File: src/timed_event_min_heap_macros.svh
// assertion macros for the timed event min-heap
// expects clk_i and rst_ni in the scope of use
`ifndef TIMED_EVENT_MIN_HEAP_MACROS_SVH
`define TIMED_EVENT_MIN_HEAP_MACROS_SVH

// plain property checked on every clock edge out of reset
`define TEMH_ASSERT(lbl, prop, msg) \
  lbl: assert property (@(posedge clk_i) disable iff (!rst_ni) (prop)) else $error(msg);

// implication checked on every clock edge out of reset
`define TEMH_ASSERT_IMP(lbl, ante, cons, msg) \
  lbl: assert property (@(posedge clk_i) disable iff (!rst_ni) (ante) |-> (cons)) else $error(msg);

`endif

File: src/temh_pkg.sv
// types and codes shared by the timed event min-heap modules
// no dependencies
package temh_pkg;

  localparam int TIME_W        = 64;
  localparam int STATUS_W      = 2;
  localparam int EVENT_COUNT_W = 7;

  typedef enum logic [1:0] {
    CMD_PUSH   = 2'd0,
    CMD_POP    = 2'd1,
    CMD_UPDATE = 2'd2,
    CMD_NOP    = 2'd3
  } cmd_e;

  typedef enum logic [STATUS_W-1:0] {
    ST_DONE  = 2'd0,
    ST_FULL  = 2'd1,
    ST_EMPTY = 2'd2
  } status_e;

  // datapath operations issued by the controller
  typedef enum logic [3:0] {
    OP_IDLE,
    OP_LOAD,
    OP_PUSH_INIT,
    OP_UP_RD,
    OP_UP_MOVE,
    OP_UP_PLACE,
    OP_POP_INIT,
    OP_POP_LAST,
    OP_DN_RDL,
    OP_DN_RDR,
    OP_DN_MOVE,
    OP_DN_PLACE,
    OP_UPD_RD,
    OP_UPD_WR,
    OP_HEAD_RD,
    OP_HEAD_CAP
  } dp_op_e;

  typedef enum logic [3:0] {
    S_IDLE,
    S_DISPATCH,
    S_UP_CHK,
    S_UP_CMP,
    S_POP_LAST,
    S_DN_CHK,
    S_DN_RDR,
    S_DN_CMP,
    S_UPD_WR,
    S_HEAD_RD,
    S_HEAD_CAP
  } state_e;

  typedef struct packed {
    dp_op_e op;
  } dp_cmd_t;

  typedef struct packed {
    cmd_e    cmd;
    status_e status;
    logic    up_root;
    logic    up_move;
    logic    dn_leaf;
    logic    dn_move;
  } dp_stat_t;

endpackage

File: src/temh_ctrl.sv
// heap controller: sequences push sift-up, pop sift-down, update and head read
// depends on temh_pkg
module temh_ctrl import temh_pkg::*; (
  input  logic     clk_i,
  input  logic     rst_ni,
  input  logic     in_valid_i,
  output logic     in_stall_o,
  output logic     out_valid_o,
  input  logic     out_stall_i,
  output dp_cmd_t  dp_cmd_o,
  input  dp_stat_t dp_stat_i
);

  state_e state_q;
  state_e state_d;
  logic   out_valid_q;
  logic   out_free;

  assign out_free    = !out_valid_q || !out_stall_i;
  assign in_stall_o  = state_q != S_IDLE;
  assign out_valid_o = out_valid_q;

  always_comb begin
    state_d = state_q;
    case (state_q)
      S_IDLE: if (in_valid_i) state_d = S_DISPATCH;
      S_DISPATCH: begin
        if (dp_stat_i.status != ST_DONE) begin
          state_d = S_HEAD_RD;
        end else begin
          case (dp_stat_i.cmd)
            CMD_PUSH:   state_d = S_UP_CHK;
            CMD_POP:    state_d = S_POP_LAST;
            CMD_UPDATE: state_d = S_UPD_WR;
            default:    state_d = S_HEAD_RD;
          endcase
        end
      end
      S_UP_CHK:   state_d = dp_stat_i.up_root ? S_HEAD_RD : S_UP_CMP;
      S_UP_CMP:   state_d = dp_stat_i.up_move ? S_UP_CHK : S_HEAD_RD;
      S_POP_LAST: state_d = S_DN_CHK;
      S_DN_CHK:   state_d = dp_stat_i.dn_leaf ? S_HEAD_RD : S_DN_RDR;
      S_DN_RDR:   state_d = S_DN_CMP;
      S_DN_CMP:   state_d = dp_stat_i.dn_move ? S_DN_CHK : S_HEAD_RD;
      S_UPD_WR:   state_d = S_HEAD_RD;
      S_HEAD_RD:  state_d = S_HEAD_CAP;
      S_HEAD_CAP: if (out_free) state_d = S_IDLE;
      default:    state_d = S_IDLE;
    endcase
  end

  always_comb begin
    dp_cmd_o.op = OP_IDLE;
    case (state_q)
      S_IDLE: if (in_valid_i) dp_cmd_o.op = OP_LOAD;
      S_DISPATCH: begin
        if (dp_stat_i.status == ST_DONE) begin
          case (dp_stat_i.cmd)
            CMD_PUSH:   dp_cmd_o.op = OP_PUSH_INIT;
            CMD_POP:    dp_cmd_o.op = OP_POP_INIT;
            CMD_UPDATE: dp_cmd_o.op = OP_UPD_RD;
            default:    dp_cmd_o.op = OP_IDLE;
          endcase
        end
      end
      S_UP_CHK:   dp_cmd_o.op = dp_stat_i.up_root ? OP_UP_PLACE : OP_UP_RD;
      S_UP_CMP:   dp_cmd_o.op = dp_stat_i.up_move ? OP_UP_MOVE : OP_UP_PLACE;
      S_POP_LAST: dp_cmd_o.op = OP_POP_LAST;
      S_DN_CHK:   dp_cmd_o.op = dp_stat_i.dn_leaf ? OP_DN_PLACE : OP_DN_RDL;
      S_DN_RDR:   dp_cmd_o.op = OP_DN_RDR;
      S_DN_CMP:   dp_cmd_o.op = dp_stat_i.dn_move ? OP_DN_MOVE : OP_DN_PLACE;
      S_UPD_WR:   dp_cmd_o.op = OP_UPD_WR;
      S_HEAD_RD:  dp_cmd_o.op = OP_HEAD_RD;
      S_HEAD_CAP: if (out_free) dp_cmd_o.op = OP_HEAD_CAP;
      default:    dp_cmd_o.op = OP_IDLE;
    endcase
  end

  always_ff @(posedge clk_i or negedge rst_ni) begin
    if (!rst_ni) begin
      state_q     <= S_IDLE;
      out_valid_q <= 1'b0;
    end else begin
      state_q <= state_d;
      if (state_q == S_HEAD_CAP && out_free) begin
        out_valid_q <= 1'b1;
      end else if (!out_stall_i) begin
        out_valid_q <= 1'b0;
      end
    end
  end

endmodule
File: config.mk
export PLATFORM = sky130hd
export DESIGN_NAME = temh_ctrl
export DESIGN_NICKNAME = d
export VERILOG_FILES = /design/src/timed_event_min_heap_macros.svh /design/src/temh_pkg.sv /design/src/temh_ctrl.sv
export SDC_FILE = /design/constraint.sdc
export NUM_CORES = 1
export LEC_CHECK = 0
export BUFFER_PORTS_ARGS = -buffer_cell sky130_fd_sc_hd__buf_4
export CAP_MARGIN = 20
export CORE_AREA = 3 3 40 42
export CTS_CLUSTER_SIZE = 28
export DETAILED_ROUTE_END_ITERATION = 16
export DIE_AREA = 0 0 43 45
export GPL_ROUTABILITY_DRIVEN = 0
export GPL_TIMING_DRIVEN = 0
export PLACE_DENSITY = 0.8
export SYNTH_ARGS = -nofsm -noshare
export SYNTH_HDL_FRONTEND = slang
export SYNTH_SLANG_ARGS = --single-unit
export TNS_END_PERCENT = 50
File: constraint.sdc
create_clock -name clk_i -period 4.3 [get_ports clk_i]
set_clock_uncertainty 0.05 [all_clocks]
set_input_delay 1.075 -clock clk_i [delete_from_list [all_inputs] [get_ports clk_i]]
set_output_delay 1.075 -clock clk_i [all_outputs]
set_load 0.02 [all_outputs]
==> results of run 1 <==
## synthesized netlist by cell type (all sizes together)
| cell type | number |
|---|---|
| a2bb2oi | 1 |
| clkbuf | 3 |
| nor2 | 6 |
| o22a | 1 |
| and2 | 1 |
| or2b | 1 |
| o31a | 1 |
| a21oi | 6 |
| ha | 5 |
| nor3 | 5 |
| o221ai | 1 |
| inv | 5 |
| o21ai | 15 |
| or4b | 1 |
| o211ai | 3 |
| dfrtp | 5 |
| o32a | 2 |
| or3 | 1 |
| a22oi | 2 |
| nand3 | 2 |
| nand2 | 10 |
| buf | 2 |
| nor4 | 1 |
| nor2b | 5 |
| nand2b | 4 |
## routing by layer
layer,up-vias,part of all wire (%)
li1,363,-
met1,316,46
met2,22,49
met3,0,5.2
met4,0,0
met5,-,0
## layout make-up
class                           instances  area, µm²
Timing Repair Buffer                   17        128
Buffer                                  5       27.5
Multi-Input combinational cell         74        463
Tap cell                               15       18.8
Fill cell                             109        478
Inverter                                5       18.8
Clock buffer                            4       26.3
Sequential cell                         5        125
## report_power, final
group / total (mW) / switching, mW / internal (mW)
Clock: 0.0526 / 0.0176 / 0.0350
Combinational: 0.352 / 0.202 / 0.150
Sequential: 0.0880 / 0.0227 / 0.0653
Total: 0.493 / 0.243 / 0.250
## state kept, by name, indices dropped and copies added (netlist names)
register and cells:
out_valid_o 1, state_q 4
## worst max-delay path, cell delays in order
cell      delay (ps)
buf_4            120
ha_1             200
nor3_1           180
o21ai_0          150
o221ai_1         210
buf_4            180
## through the flow
| step | setup WS [ps] | area [µm²] | utilization [%] | cells |
|---|---|---|---|---|
| after global routing | 926 | 807 | 62.8 | 125 |
| after floorplan | 1250 | 634 | - | 89 |
| after detailed placement | 1090 | 781 | 60.8 | 121 |
| final | 1070 | 807 | 62.8 | 125 |
| after global placement | 1080 | 781 | 60.8 | 121 |
| after CTS | 1090 | 807 | 62.8 | 125 |
## cells by family (layout without fill, tap and decap cells)
family	count (synthesis)	in the layout	share of synthesized area, %
simple gates	37	37	32.0
flops	5	5	19.7
fa+ha+maj	5	5	9.86
buf+inv	10	31	7.30
compound gates	32	32	31.2
## worst paths after layout
kind	end
max	dp_cmd_o[1]
min	out_valid_o$_DFFE_PN0P_
max reg2reg	state_q[1]$_DFFE_PN0P_
min reg2reg	out_valid_o$_DFFE_PN0P_
max in group asynchronous	state_q[0]$_DFFE_PN0P_
min in group asynchronous	out_valid_o$_DFFE_PN0P_
==> metrics.md, run 1 <==
| Metric | Value |
|---|---|
| # clock sinks | `5` |
| Area Growth Syn to Fin | `27.2%` |
| Top Ports | `18` |
| CTS max path bufs | `2` |
| CP Data Arrival Time | `2100 ps` |
| Cell Area, Synth | `634 µm²` |
| Post-CTS setup repair buffer count | `0` |
| Met3 global-route usage | `3.59%` |
| R2R depth | `5` |
| Worst reg2reg startpoint | `state_q[2]$_DFFE_PN0P_` |
| Final hold vios | `0` |
| M1 GR Usage | `22.0%` |
| Skew-Pair Late Insertion Delay | `240 ps` |
| DRT Pass-1 Iters | `4` |
| Final Slew Violations | `0` |
| Initial Util | `49.4%` |
| Die Wd | `43 µm` |
| Required @ worst endpoint | `about 3200 ps` |
| Most frequent cells in the layout | `17 x buf_4, 15 x o21ai_0, 10 x nand2_1` |
| Final Hold Slack | `468 ps` |
| H-tree Lvls | `1` |
| Worst VDD drop | `between 0.3 and 0.4 mV` |
| N_diodes | `0` |
| Quantity of I/O buffers inserted on ports | `17` |
| Final worst-path cycle share | `around 75%` |
| GRT overflow | `0` |
| Pleak | `0.364 nW` |
| # rows | `13` |
| Global-route wire length before repair | `2.56 mm` |
| PostCTS Resize Cnt | `0` |
| Fin Setup TNS | `0 ps` |
| Slew margin rel. | `74.2%` |
| Flop2flop setup slack | `2670 ps` |
| DIE HEIGHT | `45 µm` |
| Unique masters post-synth | `27` |
| Ranking of synthesized cells by area | `dfrtp_1 20%, o21ai_0 12%, ha_1 9.9%, nand2_1 5.9%, nor2b_1 4.9%` |
| Slew @ Worst Pin | `387 ps` |
| DRC viols | `0` |
| GRT Util Overall | `roughly 17%` |
| Number of global-route vias before repair | `635` |
| Vias/cell | `between 5 and 6` |
| DRT iter0 DRCs | `23` |
| RSZ-0062 raised after global routing | `no` |
| Total CTS buffers | `3` |
| Setup crit end kind | `output pin` |
| Hold path cells | `2` |
| Yosys warning count | `0` |
| Status | `completed` |
| CTS tree | `done` |
| Commonest non-fill, non-tap cell in the layout | `buf_4` |
| Vias | `~700` |
| Full die area | `between 1500 and 2000 µm²` |
| Hold WC Path Type | `flip-flop to flip-flop` |
| Root Driver | `clkbuf_4` |
| Area leader, netlist | `dfrtp_1` |
| Post-Syn Nets | `106` |
| Fin nets | `approximately 130` |
| Drt wl/cell | `roughly 13 µm` |
| Seq/Total Area, Yosys | `about 20%` |
| Crit path launch | `dp_stat_i[6]` |
| Final WL | `1.60 mm` |
| Total power | `0.493 mW` |
| Final setup viols | `0` |
| Share of layout cells above drive strength 1 | `21.8%` |
| Power density cells | `611 nW/µm²` |
| Clock-pin transition on the worst setup and hold timing paths | `approximately 40 ps` |
| M2 GR Usage | `30.8%` |
| Critical path type | `input pin to output pin` |
| Final ANT Viol Nets | `0` |
| Core area | `1280 µm²` |
| Hold buffers post-CTS | `0` |
| Syn Inst Count | `89` |
| Max Cap Viol | `0` |
| Synthesis-stage register bit count | `5` |
| Initial antenna violation count | `0` |
| Max frequency | `0.310 GHz` |
| Min-delay src | `out_valid_o$_DFFE_PN0P_` |
| Minimum clock period | `3230 ps` |
| Post-DP HPWL | `1.29 mm` |
| Top-area cell type share of the netlist area | `roughly 20%` |
| Crit start category | `input pin` |
| Most used routing layer | `met2` |
| Largest net degree at the start of global routing | `11` |
| Avg Synthesized Cell Area | `7.13 µm²` |
| Worst-path fanout max | `3` |
Note: power is estimated with default switching activity, not from simulation.
==> inputs of run 2 (changes only) <==
CORE_AREA = unset   (was 3 3 40 42)
CORE_MARGIN = 3   (was unset)
CORE_UTILIZATION = 45   (was unset)
DIE_AREA = unset   (was 0 0 43 45)
PLACE_DENSITY = 0.79   (was 0.8)
clock period = 2.6 ns   (was 4.3 ns; I/O delays follow)
==> metrics.md, run 2 (same netlist as run 1, synthesis figures left out) <==
| Metric | Value |
|---|---|
| DRC viols | `0 (unchanged)` |
| Required @ worst endpoint | `1900 ps (was 3170 ps)` |
| Worst-path fanout max | `10 (was 3)` |
| Layout fillers | `110 (was 109)` |
| Top reg by flops | `state_q (unchanged)` |
| # rows | `12 (was 13)` |
| Final ANT Viol Nets | `0 (unchanged)` |
| Vias/cell | `5.63 (was 5.61)` |
| Global-route wire length before repair | `2.76 mm (was 2.56 mm)` |
| Final hold vios | `0 (unchanged)` |
| Number of global-route vias before repair | `630 (was 635)` |
| Most frequent cells in the layout | `17 x buf_4, 14 x o21ai_0, 10 x nand2_1 (was 17 x buf_4, 15 x o21ai_0, 10 x nand2_1)` |
| CTS max path bufs | `2 (unchanged)` |
| Max FFs per register | `4 (unchanged)` |
| DIE HEIGHT | `43.5 µm (was 45 µm)` |
| Worst reg2reg startpoint | `state_q[2]$_DFFE_PN0P_ (unchanged)` |
| R2R depth | `5 (unchanged)` |
| DRT iter0 DRCs | `12 (was 23)` |
| Full die area | `1900 µm² (was 1940 µm²)` |
| # clock sinks | `5 (unchanged)` |
| Total CTS buffers | `3 (unchanged)` |
| Total power | `0.820 mW (was 0.493 mW)` |
| RSZ-0062 raised after global routing | `no (unchanged)` |
| Skew-Pair Late Insertion Delay | `240 ps (about the same)` |
| Final Slew Violations | `0 (unchanged)` |
| Clock-pin transition on the worst setup and hold timing paths | `40 ps (about the same)` |
| Post-CTS setup repair buffer count | `0 (unchanged)` |
| Status | `completed (unchanged)` |
| Slew margin rel. | `73.3% (was 74.2%)` |
| Initial Util | `52.2% (was 49.4%)` |
| Fin nets | `128 (unchanged)` |
| Minimum clock period | `~2500 ps` |
| Worst VDD drop | `0.666 mV (was 0.344 mV)` |
| Core area | `1220 µm² (was 1280 µm²)` |
| Hold WC Path Type | `input pin to asynchronous set/reset pin (was flip-flop to flip-flop)` |
| Flop2flop setup slack | `1020 ps (was 2670 ps)` |
| Pleak | `0.364 nW (about the same)` |
| Fin Setup TNS | `0 ps (unchanged)` |
| Commonest non-fill, non-tap cell in the layout | `buf_4 (unchanged)` |
| RR Endpoint | `state_q[1]$_DFFE_PN0P_ (unchanged)` |
| Max Cap Viol | `0 (unchanged)` |
| Top Ports | `18 (unchanged)` |
| Multi-input logic area | `463 µm² (unchanged)` |
| Setup crit end kind | `output pin (unchanged)` |
| Initial antenna violation count | `0 (unchanged)` |
| Root Driver | `clkbuf_4 (unchanged)` |
| Slew @ Worst Pin | `401 ps (was 387 ps)` |
| Sequential cell area | `125 µm² (unchanged)` |
| Quantity of I/O buffers inserted on ports | `17 (unchanged)` |
| CP Data Arrival Time | `1820 ps (was 2100 ps)` |
| GRT Util Overall | `19.2% (was 17.2%)` |
| H-tree Lvls | `1 (unchanged)` |
| Die Wd | `43.5 µm (was 43 µm)` |
| Vias | `698 (was 701)` |
| DRT Pass-1 Iters | `4 (unchanged)` |
| Drt wl/cell | `14.1 µm (was 12.8 µm)` |
| CTS tree | `done (unchanged)` |
| Critical path type | `flip-flop to output pin (was input pin to output pin)` |
| Post-DP HPWL | `1.39 mm (was 1.29 mm)` |
| Power density cells | `1020 nW/µm² (was 611 nW/µm²)` |
| Final worst-path cycle share | `97.1%` |
| Final setup viols | `0 (unchanged)` |
| Final WL | `1.75 mm (was 1.60 mm)` |
| N_diodes | `0 (unchanged)` |
| Crit start category | `flip-flop (was input pin)` |
| Max frequency | `about 0.40 GHz` |
| Share of layout cells above drive strength 1 | `21.8% (unchanged)` |
| GRT overflow | `0 (unchanged)` |
| Largest net degree at the start of global routing | `11 (unchanged)` |
| Area Growth Syn to Fin | `27.0% (was 27.2%)` |
run 2: worst max-delay path, stage by stage, from the launching register on:
cell      delay (ps)
dfrtp_1          370
buf_6            140
or4b_4           550
nor3_4           180
nand2_1           80
o211ai_1          90
buf_4            170
run 2: final cells by class:
type                       instances  area share, %
inverter                           5           2.33
timing repair buffer              17           15.8
clock buffer                       4           3.26
sequential                         5           15.5
multi-input combinational         74           57.5
tap                               14           2.17
buffer                             5           3.42
run 2: worst max path at each step:
stage          slack (ps)  depth (start not counted)                   start           to
3_3_place_gp          240                          6            dp_stat_i[6]  dp_cmd_o[1]
3_5_place_dp          270                          6            dp_stat_i[6]  dp_cmd_o[1]
5_1_grt               0.5                          6  state_q[2]$_DFFE_PN0P_  dp_cmd_o[2]
2_1_floorplan         400                          4            dp_stat_i[6]  dp_cmd_o[1]
4_1_cts                50                          6  state_q[2]$_DFFE_PN0P_  dp_cmd_o[2]
6_report               80                          6  state_q[2]$_DFFE_PN0P_  dp_cmd_o[2]
run 2: what timing repair did:
action / CTS / global route
hold buffers: 0 / 0
setup endpoints to repair: 0 / 3
resized for setup: 0 / 1
run 2: metrics by stage:
stage | util, % | setup slack (ps) | hold slack [ps] | instance area [µm²] | instances
final | 66.3 | 76.6 | 154 | 806 | 124
after floorplan | - | 403 | 304 | 634 | 89
after global placement | 64.1 | 238 | 402 | 779 | 120
after detailed placement | 64.1 | 269 | 404 | 779 | 120
after CTS | 66.3 | 54.0 | 148 | 806 | 124
after global routing | 66.3 | 0.543 | 141 | 806 | 124
run 2: where the power goes:
part	internal [mW]	total, mW	switching, mW
registers	0.108	0.148	0.0398
logic	0.249	0.586	0.337
clock network	0.0578	0.0864	0.0286
run 2: layer usage:
layer  part of all wire, %  GRT usage (%)  routed length [µm]
met1                    47           24.9                 821
met2                    43           28.2                 749
met3                   7.4           6.22                 130
met4                   2.6           9.64                  46
met5                     0              0                   0
